### config.mk
export PLATFORM = sky130hd
export DESIGN_NAME = multilevel_feedback_queue_scheduler_unit
export DESIGN_NICKNAME = d
export VERILOG_FILES = /design/src/mlfq_pkg.sv /design/src/mlfq_ctrl.sv /design/src/mlfq_dp.sv /design/src/multilevel_feedback_queue_scheduler_unit.sv
export SDC_FILE = /design/constraint.sdc
export NUM_CORES = 1
export LEC_CHECK = 0
export BUFFER_PORTS_ARGS = -buffer_cell sky130_fd_sc_hd__buf_2
export CAP_MARGIN = 10
export CORE_MARGIN = 5
export CORE_UTILIZATION = 25
export CTS_CLUSTER_SIZE = 20
export DETAILED_ROUTE_END_ITERATION = 12
export GPL_TIMING_DRIVEN = 0
export SYNTH_ARGS = -nofsm -noshare
export SYNTH_HDL_FRONTEND = slang
export SYNTH_SLANG_ARGS = --single-unit
### constraint.sdc
create_clock -name clk -period 11.9 [get_ports clk]
set_input_delay 0.595 -clock clk [delete_from_list [all_inputs] [get_ports clk]]
set_output_delay 0.595 -clock clk [all_outputs]
set_load 0.01 [all_outputs]
### src/mlfq_pkg.sv
// Shared types and constants for the multilevel feedback queue scheduler.
package mlfq_pkg;
  localparam int MaxProcs  = 16;
  localparam int MaxLevels = 4;
  localparam int PidW = $clog2(MaxProcs);
  localparam int LvlW = $clog2(MaxLevels);

  localparam logic [1:0] ST_RAN      = 2'd0;
  localparam logic [1:0] ST_IDLE     = 2'd1;
  localparam logic [1:0] ST_REGISTER = 2'd2;
  localparam logic [1:0] ST_REJECT   = 2'd3;

  localparam logic OP_REGISTER = 1'b0;
  localparam logic OP_TICK     = 1'b1;

  localparam logic [2:0] REG_NUM_LEVELS = 3'd0;
  localparam logic [2:0] REG_QUANTUM0   = 3'd1;
  localparam logic [2:0] REG_QUANTUM1   = 3'd2;
  localparam logic [2:0] REG_QUANTUM2   = 3'd3;
  localparam logic [2:0] REG_QUANTUM3   = 3'd4;

  typedef enum logic [2:0] {
    S_IDLE, S_REG, S_SCAN, S_PICK, S_RUN, S_DONE
  } state_t;

  typedef struct packed {
    logic do_reg;
    logic scan_clear;
    logic scan_step;
    logic pick;
    logic run;
    logic emit;
  } cmd_t;

  typedef struct packed {
    logic scan_last;
  } stat_t;
endpackage

### src/mlfq_ctrl.sv
// Controller state machine for the scheduler.
module mlfq_ctrl
  import mlfq_pkg::*;
(
  input  logic  clk,
  input  logic  rst,
  input  logic  start,
  input  logic  op,
  input  stat_t stat,
  output logic  busy,
  output cmd_t  cmd
);
  state_t state, state_next;

  always_ff @(posedge clk) begin
    if (rst) state <= S_IDLE;
    else state <= state_next;
  end

  always_comb begin
    state_next = state;
    case (state)
      S_IDLE: if (start) state_next = (op == OP_TICK) ? S_SCAN : S_REG;
      S_REG:  state_next = S_DONE;
      S_SCAN: if (stat.scan_last) state_next = S_PICK;
      S_PICK: state_next = S_RUN;
      S_RUN:  state_next = S_DONE;
      S_DONE: state_next = S_IDLE;
      default: state_next = S_IDLE;
    endcase
  end

  always_comb begin
    cmd = '0;
    busy = (state != S_IDLE);
    case (state)
      S_IDLE: cmd.scan_clear = 1'b1;
      S_REG:  cmd.do_reg = 1'b1;
      S_SCAN: cmd.scan_step = 1'b1;
      S_PICK: cmd.pick = 1'b1;
      S_RUN:  cmd.run = 1'b1;
      S_DONE: cmd.emit = 1'b1;
      default: cmd = '0;
    endcase
  end
endmodule

### src/mlfq_dp.sv
// Datapath: process table, level queues, clock and result register.
module mlfq_dp
  import mlfq_pkg::*;
(
  input  logic        clk,
  input  logic        rst,
  input  cmd_t        cmd,
  input  logic        start,
  input  logic        busy,
  input  logic [15:0] arrival,
  input  logic [15:0] burst,
  input  logic [2:0]  num_levels,
  input  logic [7:0]  quantum [MaxLevels],
  output stat_t       stat,
  output logic        done,
  output logic [1:0]  status,
  output logic [4:0]  proc_id,
  output logic [1:0]  level,
  output logic        first_run,
  output logic        finished,
  output logic [31:0] time_now
);
  logic [15:0] arr_q, bur_q;
  logic [15:0] p_arr  [MaxProcs];
  logic [15:0] p_rem  [MaxProcs];
  logic [7:0]  p_lt   [MaxProcs];
  logic [MaxProcs-1:0] p_queued, p_started;
  logic [PidW:0] total;
  logic [PidW-1:0] fifo [MaxLevels][MaxProcs];
  logic [PidW-1:0] head [MaxLevels];
  logic [PidW:0]   fill [MaxLevels];
  logic [31:0] clock_time;
  logic [PidW-1:0] scan_idx;
  logic [PidW-1:0] cur_p;
  logic [LvlW-1:0] cur_lvl;
  logic            cur_any;
  logic [LvlW-1:0] sel_lvl;
  logic            sel_any;
  logic [15:0] rem_dec;
  logic [7:0]  lt_inc, q_eff;
  logic [LvlW-1:0] target, lvl_last;
  logic [2:0] nl_c;

  assign stat.scan_last = (scan_idx == PidW'(MaxProcs - 1));

  always_comb begin
    sel_any = 1'b0;
    sel_lvl = '0;
    for (int l = MaxLevels - 1; l >= 0; l--) begin
      if (fill[l] != '0) begin
        sel_any = 1'b1;
        sel_lvl = LvlW'(l);
      end
    end
  end

  assign rem_dec = p_rem[cur_p] - 16'd1;
  assign lt_inc  = (p_lt[cur_p] == 8'hFF) ? 8'hFF : p_lt[cur_p] + 8'd1;
  assign q_eff   = (quantum[cur_lvl] == 8'd0) ? 8'd1 : quantum[cur_lvl];
  always_comb begin
    nl_c = num_levels;
    if (nl_c == 3'd0) nl_c = 3'd1;
    if (32'(nl_c) > MaxLevels) nl_c = 3'(MaxLevels);
    lvl_last = LvlW'(nl_c - 3'd1);
    target = ({1'b0, cur_lvl} < {1'b0, lvl_last}) ? cur_lvl + LvlW'(1) : cur_lvl;
  end

  always_ff @(posedge clk) begin
    if (start && !busy) begin
      arr_q <= arrival;
      bur_q <= burst;
    end
    if (cmd.do_reg && bur_q != 16'd0 && total < (PidW+1)'(MaxProcs)) begin
      p_arr[total[PidW-1:0]] <= arr_q;
      p_rem[total[PidW-1:0]] <= bur_q;
      p_lt[total[PidW-1:0]]  <= 8'd0;
    end
    if (cmd.scan_step && {1'b0, scan_idx} < total && !p_queued[scan_idx]
        && p_rem[scan_idx] != 16'd0 && {16'd0, p_arr[scan_idx]} <= clock_time)
      fifo[0][PidW'(head[0] + fill[0][PidW-1:0])] <= scan_idx;
    if (cmd.pick) begin
      cur_p   <= fifo[sel_lvl][head[sel_lvl]];
      cur_lvl <= sel_lvl;
      cur_any <= sel_any;
    end
    if (cmd.run && cur_any) begin
      p_rem[cur_p] <= rem_dec;
      if (rem_dec != 16'd0 && lt_inc >= q_eff) begin
        p_lt[cur_p] <= 8'd0;
        if (target == cur_lvl)
          fifo[target][PidW'(head[target] + fill[target][PidW-1:0])] <= cur_p;
        else
          fifo[target][PidW'(head[target] + fill[target][PidW-1:0])] <= cur_p;
      end else begin
        p_lt[cur_p] <= lt_inc;
      end
    end
  end

  always_ff @(posedge clk) begin
    if (rst) begin
      p_queued <= '0;
      p_started <= '0;
      total <= '0;
      clock_time <= '0;
      scan_idx <= '0;
      done <= 1'b0;
      for (int l = 0; l < MaxLevels; l++) begin
        head[l] <= '0;
        fill[l] <= '0;
      end
    end else begin
      done <= cmd.emit;
      if (cmd.scan_clear) scan_idx <= '0;
      if (cmd.do_reg) begin
        first_run <= 1'b0;
        finished <= 1'b0;
        level <= '0;
        if (bur_q != 16'd0 && total < (PidW+1)'(MaxProcs)) begin
          p_queued[total[PidW-1:0]] <= 1'b0;
          p_started[total[PidW-1:0]] <= 1'b0;
          total <= total + 1'b1;
          status <= ST_REGISTER;
          proc_id <= 5'(total) + 5'd1;
        end else begin
          status <= ST_REJECT;
          proc_id <= '0;
        end
        time_now <= clock_time;
      end
      if (cmd.scan_step) begin
        scan_idx <= scan_idx + 1'b1;
        if ({1'b0, scan_idx} < total && !p_queued[scan_idx]
            && p_rem[scan_idx] != 16'd0 && {16'd0, p_arr[scan_idx]} <= clock_time) begin
          p_queued[scan_idx] <= 1'b1;
          fill[0] <= fill[0] + 1'b1;
        end
      end
      if (cmd.run) begin
        clock_time <= clock_time + 32'd1;
        time_now <= clock_time + 32'd1;
        if (!cur_any) begin
          status <= ST_IDLE;
          proc_id <= '0;
          level <= '0;
          first_run <= 1'b0;
          finished <= 1'b0;
        end else begin
          status <= ST_RAN;
          proc_id <= 5'(cur_p) + 5'd1;
          level <= 2'(cur_lvl);
          first_run <= !p_started[cur_p];
          p_started[cur_p] <= 1'b1;
          finished <= (rem_dec == 16'd0);
          if (rem_dec == 16'd0) begin
            head[cur_lvl] <= head[cur_lvl] + 1'b1;
            fill[cur_lvl] <= fill[cur_lvl] - 1'b1;
          end else if (lt_inc >= q_eff) begin
            head[cur_lvl] <= head[cur_lvl] + 1'b1;
            if (target != cur_lvl) begin
              fill[cur_lvl] <= fill[cur_lvl] - 1'b1;
              fill[target] <= fill[target] + 1'b1;
            end
          end
        end
      end
    end
  end
endmodule

### src/multilevel_feedback_queue_scheduler_unit.sv
// Top level of the multilevel feedback queue scheduler.
// Usage:
//  - Command channel: raise start with op, arrival, burst; the
//    word is taken at an edge where start is high and busy is low.
//  - op register: stores a process (zero burst or full table rejected).
//  - op tick: admits arrived processes to level 0 in id order, then runs
//    the front of the lowest-numbered non-empty level for one time unit.
//  - Each command yields one result word, shown for one cycle with done.
//    The receiver cannot stall; nothing is held back.
//  - Sequence: a register command passes through the REG and DONE
//    states; a tick scans the 16 table entries, one per cycle, then
//    passes through the PICK, RUN and DONE states.
//  - Only one command is in flight; busy stays high until done.
//  - Config channel: cfg_valid/cfg_ready (always high), cfg_index and
//    cfg_data; write only while idle, which the block does not enforce.
//  - Reset (rst, synchronous): empty table and queues, time 0, three
//    levels, all quanta 2.
module multilevel_feedback_queue_scheduler_unit
  import mlfq_pkg::*;
(
  input  logic        clk,
  input  logic        rst,
  input  logic        start,
  output logic        busy,
  input  logic        op,
  input  logic [15:0] arrival,
  input  logic [15:0] burst,
  input  logic        cfg_valid,
  output logic        cfg_ready,
  input  logic [2:0]  cfg_index,
  input  logic [7:0]  cfg_data,
  output logic        done,
  output logic [1:0]  status,
  output logic [4:0]  proc_id,
  output logic [1:0]  level,
  output logic        first_run,
  output logic        finished,
  output logic [31:0] time_now
);
  cmd_t  cmd;
  stat_t stat;
  logic [2:0] num_levels;
  logic [7:0] quantum [MaxLevels];

  assign cfg_ready = 1'b1;

  // Configuration registers
  always_ff @(posedge clk) begin
    if (rst) begin
      num_levels <= 3'd3;
      for (int l = 0; l < MaxLevels; l++) quantum[l] <= 8'd2;
    end else if (cfg_valid) begin
      case (cfg_index)
        REG_NUM_LEVELS: num_levels <= cfg_data[2:0];
        REG_QUANTUM0:   quantum[0] <= cfg_data;
        REG_QUANTUM1:   quantum[1] <= cfg_data;
        REG_QUANTUM2:   quantum[2] <= cfg_data;
        REG_QUANTUM3:   quantum[3] <= cfg_data;
        default: ;
      endcase
    end
  end

  mlfq_ctrl u_ctrl (
    .clk(clk), .rst(rst), .start(start), .op(op), .stat(stat),
    .busy(busy), .cmd(cmd)
  );

  mlfq_dp u_dp (
    .clk(clk), .rst(rst), .cmd(cmd), .start(start), .busy(busy),
    .arrival(arrival), .burst(burst),
    .num_levels(num_levels), .quantum(quantum), .stat(stat),
    .done(done), .status(status), .proc_id(proc_id), .level(level),
    .first_run(first_run), .finished(finished), .time_now(time_now)
  );
endmodule

==> flow_summary.yaml <==
global_route:
  grt_usage: 0.128
  grt_pass1_vias: 29200
  grt_antenna_before_repair: 8
  grt_start_max_net_pins: 51
  grt_pass1_wl_mm: 196
  grt_remaining_overflow: 0
sta:
  slew_violations: 0
  rsz0062_at_grt: "false"
  min_period_over_period: 0.733
  fmax_mhz: 115
  final-setup-viol-count: 0
  max_slew_margin: 0.122
  tightest_slew_ns: 1.32
  fin_worst_skew_ns: 0.0901
  setup_tns_ns: 0
  period_needed_ns: 8.73
  worst_slack_ns: 3.17
  hold_violations: 0
clocking:
  clk_pin_slew_ns: 0.06
  cts_buffers: 118
  cts_tree: "yes"
  clk_latency_ns: 0.77
  cts_max_level: 3
  cts-root-buf: "clkbuf_16"
  ctsLongestPathBuffers: 3
  cts_hold_buffers: 11
  cts_resized: 0
  cts_setup_buffers: 0
  cts_sinks: 1136
floorplanning:
  core_um2: 192000
  rows: 161
  dieWidth_um: 449
  die_h_um: 449
  io_pins: 94
  start_util: 0.251
  dieArea_um2: 201000
worst_setup_path:
  path_class: "reg -> reg"
  startpoint_type: "register"
  rr_worst_depth: 24
  endpoint_kind: "register"
  r2r_slack_ns: 3.17
  crit_family: "buffers and inverters"
  cp.arrival_ns: 9.11
  path_cells: "buf_4, buf_2, buf_2, buf_2, buf_1, mux4_2, mux4_2, ha_1, nand3_1, nor2_1, nand3_1, and2_1, ha_1, nand2b_1, a21o_1, a21o_1, a21o_1, a21o_1, a21o_1, a211oi_1, nor3b_1, o211ai_1, clkbuf_1, o211ai_1"
  critical-path-slowest-cell: "buf_1"
  cpPeakStageDelay_ns: 0.71
  crit_cells: 24
  critPathMaxFanout: 10
  cpMostUsedCell: "a21o_1"
  crit_buf_inv: 6
  cp.required_ns: 12.28
yosys:
  ys_seq_area_frac: 0.684
  ys_async_sr_fraction: 0
  synthSimpleGateAreaFrac: 0.0925
  netlist_area_um2: 48100
  syn_nets: 3147
  yosysWarnings: 0
  synth_area_leaders: "edfxtp_1 (63%), mux4_2 (11%), dfxtp_1 (5.1%)"
  muxShareOfSynthArea: 0.125
  synthXorXnorAreaFrac: 0.0142
  synth_top_area_cell: "edfxtp_1"
  synth_flop_cell: "edfxtp_1"
  ys_types: 84
  synth_edf_count: 1014
  synth_compound_area_frac: 0.0509
  ys_seq_elements: 1136
  avgSynthCellArea_um2: 15.8
  synth_top_family_by_area: "multiplexers"
  yosysTopAreaCellShare: 0.633
  synthAdderAreaFrac: 0.0145
  syn_inst: 3044
route:
  first_pass_iters: 6
  drc: 0
  routed_wl_mm: 134
  num_vias: 29200
  ant_nets: 0
  via_per_inst: 4.90
  wl_per_cell_um: 22.5
  drt_iter0_markers: 3166
cells_and_area:
  layout-drive-gt1-share: 0.187
  layout.nets: 3413
  syn_to_final_growth_pct: 17.6
  postLayoutCellArea_um2: 56600
  fin_cells: 5956
  fillers: 18900
min_path:
  min_path_cells: 1
  hp-class: "in -> reg"
outcome:
  outcome: "finished, final reports clean"
place:
  place_worst_setup_slack_ns: 3.14
  dpl.hpwl_mm: 95.4
  place_congestion: 0.935
  port_buffers: 92
  dpl.cell_count: 5702
  place_area_um2: 52400
flow_run:
  maxCapViolCount: 0
pwr:
  p_leak_nw: 17.8
  p_per_area_nw_per_um2: 160
  max-vdd-ir-drop_v: 0.000131
[area by class of cell]
type                    count  area, um2  area share
plain buffers             152        613      0.0108
clock inverters            90       1050      0.0185
diodes                     16       40.0    0.000707
clock buffers             134       3010      0.0532
multi-input cells        1672      14400       0.254
flip-flops and latches   1136      32900       0.581
well taps                2526       3160      0.0558
inverters                  84        315     0.00557
repair buffers            146       1130      0.0199
[cell families (layout without fill, tap and decap cells)]
| family | count (synthesis) | count (layout) |
|---|---|---|
| other | 1 | 17 |
| AND/OR/NAND/NOR | 907 | 907 |
| adder cells (fa/ha/maj) | 55 | 55 |
| multiplexers | 297 | 297 |
| XOR/XNOR | 78 | 78 |
| AO/OA/AOI/OAI | 334 | 334 |
| flip-flops | 1136 | 1136 |
| buffers and inverters | 236 | 606 |
[per-stage QoR]
stage	hold WS (ns)	util	power (W)
6_report	0.0561	0.295	0.00903
3_3_place_gp	0.440	0.270	0.00523
2_1_floorplan	0.429	-	0.00497
5_1_grt	0.0326	0.295	0.00931
4_1_cts	0.00837	0.295	0.00909
3_5_place_dp	0.448	0.273	0.00526
[flip-flops by register name, summed over array words and instances, names as in the netlist, 20 cells and up, named ones only]
register / cells
u_dp.p_lt: 128
u_dp.clock_time: 32
u_dp.p_arr: 256
u_dp.p_rem: 256
quantum: 32
u_dp.fill: 20
u_dp.fifo: 256
u_dp.time_now: 32
[synth_stat cells, drive strengths merged, types with 16 or more instances]
cell type,count
nor2,174
a22oi,33
a21oi,61
buf,43
edfxtp,1014
nor3,62
nand4,37
o21ai,44
mux4,241
inv,81
xor2,21
nor4,64
mux2i,43
a221oi,20
o211ai,17
xnor2,57
nand2,283
dfxtp,122
and2,45
ha,54
o22ai,16
and3,44
clkbuf,109
nand3,104
[placed cells by master (no fill, tap or decap), types with 32 or more instances in the layout]
cell       count
and2_1        45
ha_1          54
mux4_2       241
buf_2        112
clkbuf_16    118
dfxtp_1      122
a21oi_1       61
edfxtp_1    1014
clkinv_1      32
nor4_1        63
xnor2_1       57
nand4_1       37
nand2_1      283
nor3_1        59
nand3_1      104
a22oi_1       33
nor2_1       162
and3_1        44
mux2i_1       40
inv_1         81
clkbuf_1     125
[metal layers]
metal | vias to the layer above | wire length (um) | track usage
met5 | - | 0 | 0
met4 | 0 | 5590 | 0.0555
met1 | 15000 | 54400 | 0.166
met2 | 1295 | 65100 | 0.215
li1 | 12700 | - | -
met3 | 265 | 8970 | 0.0184
[worst paths after layout]
| path | from | end |
|---|---|---|
| worst min-delay path | arrival[0] | u_dp.arr_q[0] |
| worst max-delay path | register | u_dp.fill[1][3] |
| worst max register to register | register | u_dp.fill[1][3] |
| worst min register to register | quantum[2] | quantum[2] |
[where the power goes]
part           switching (W)  internal [W]  leakage [nW]
combinational       0.000452      0.000230          5.73
clock                0.00164       0.00221          1.95
sequential         0.0000586       0.00444          10.1
total                0.00215       0.00688          17.8
No activity file was read; power rests on OpenSTA's default activity.
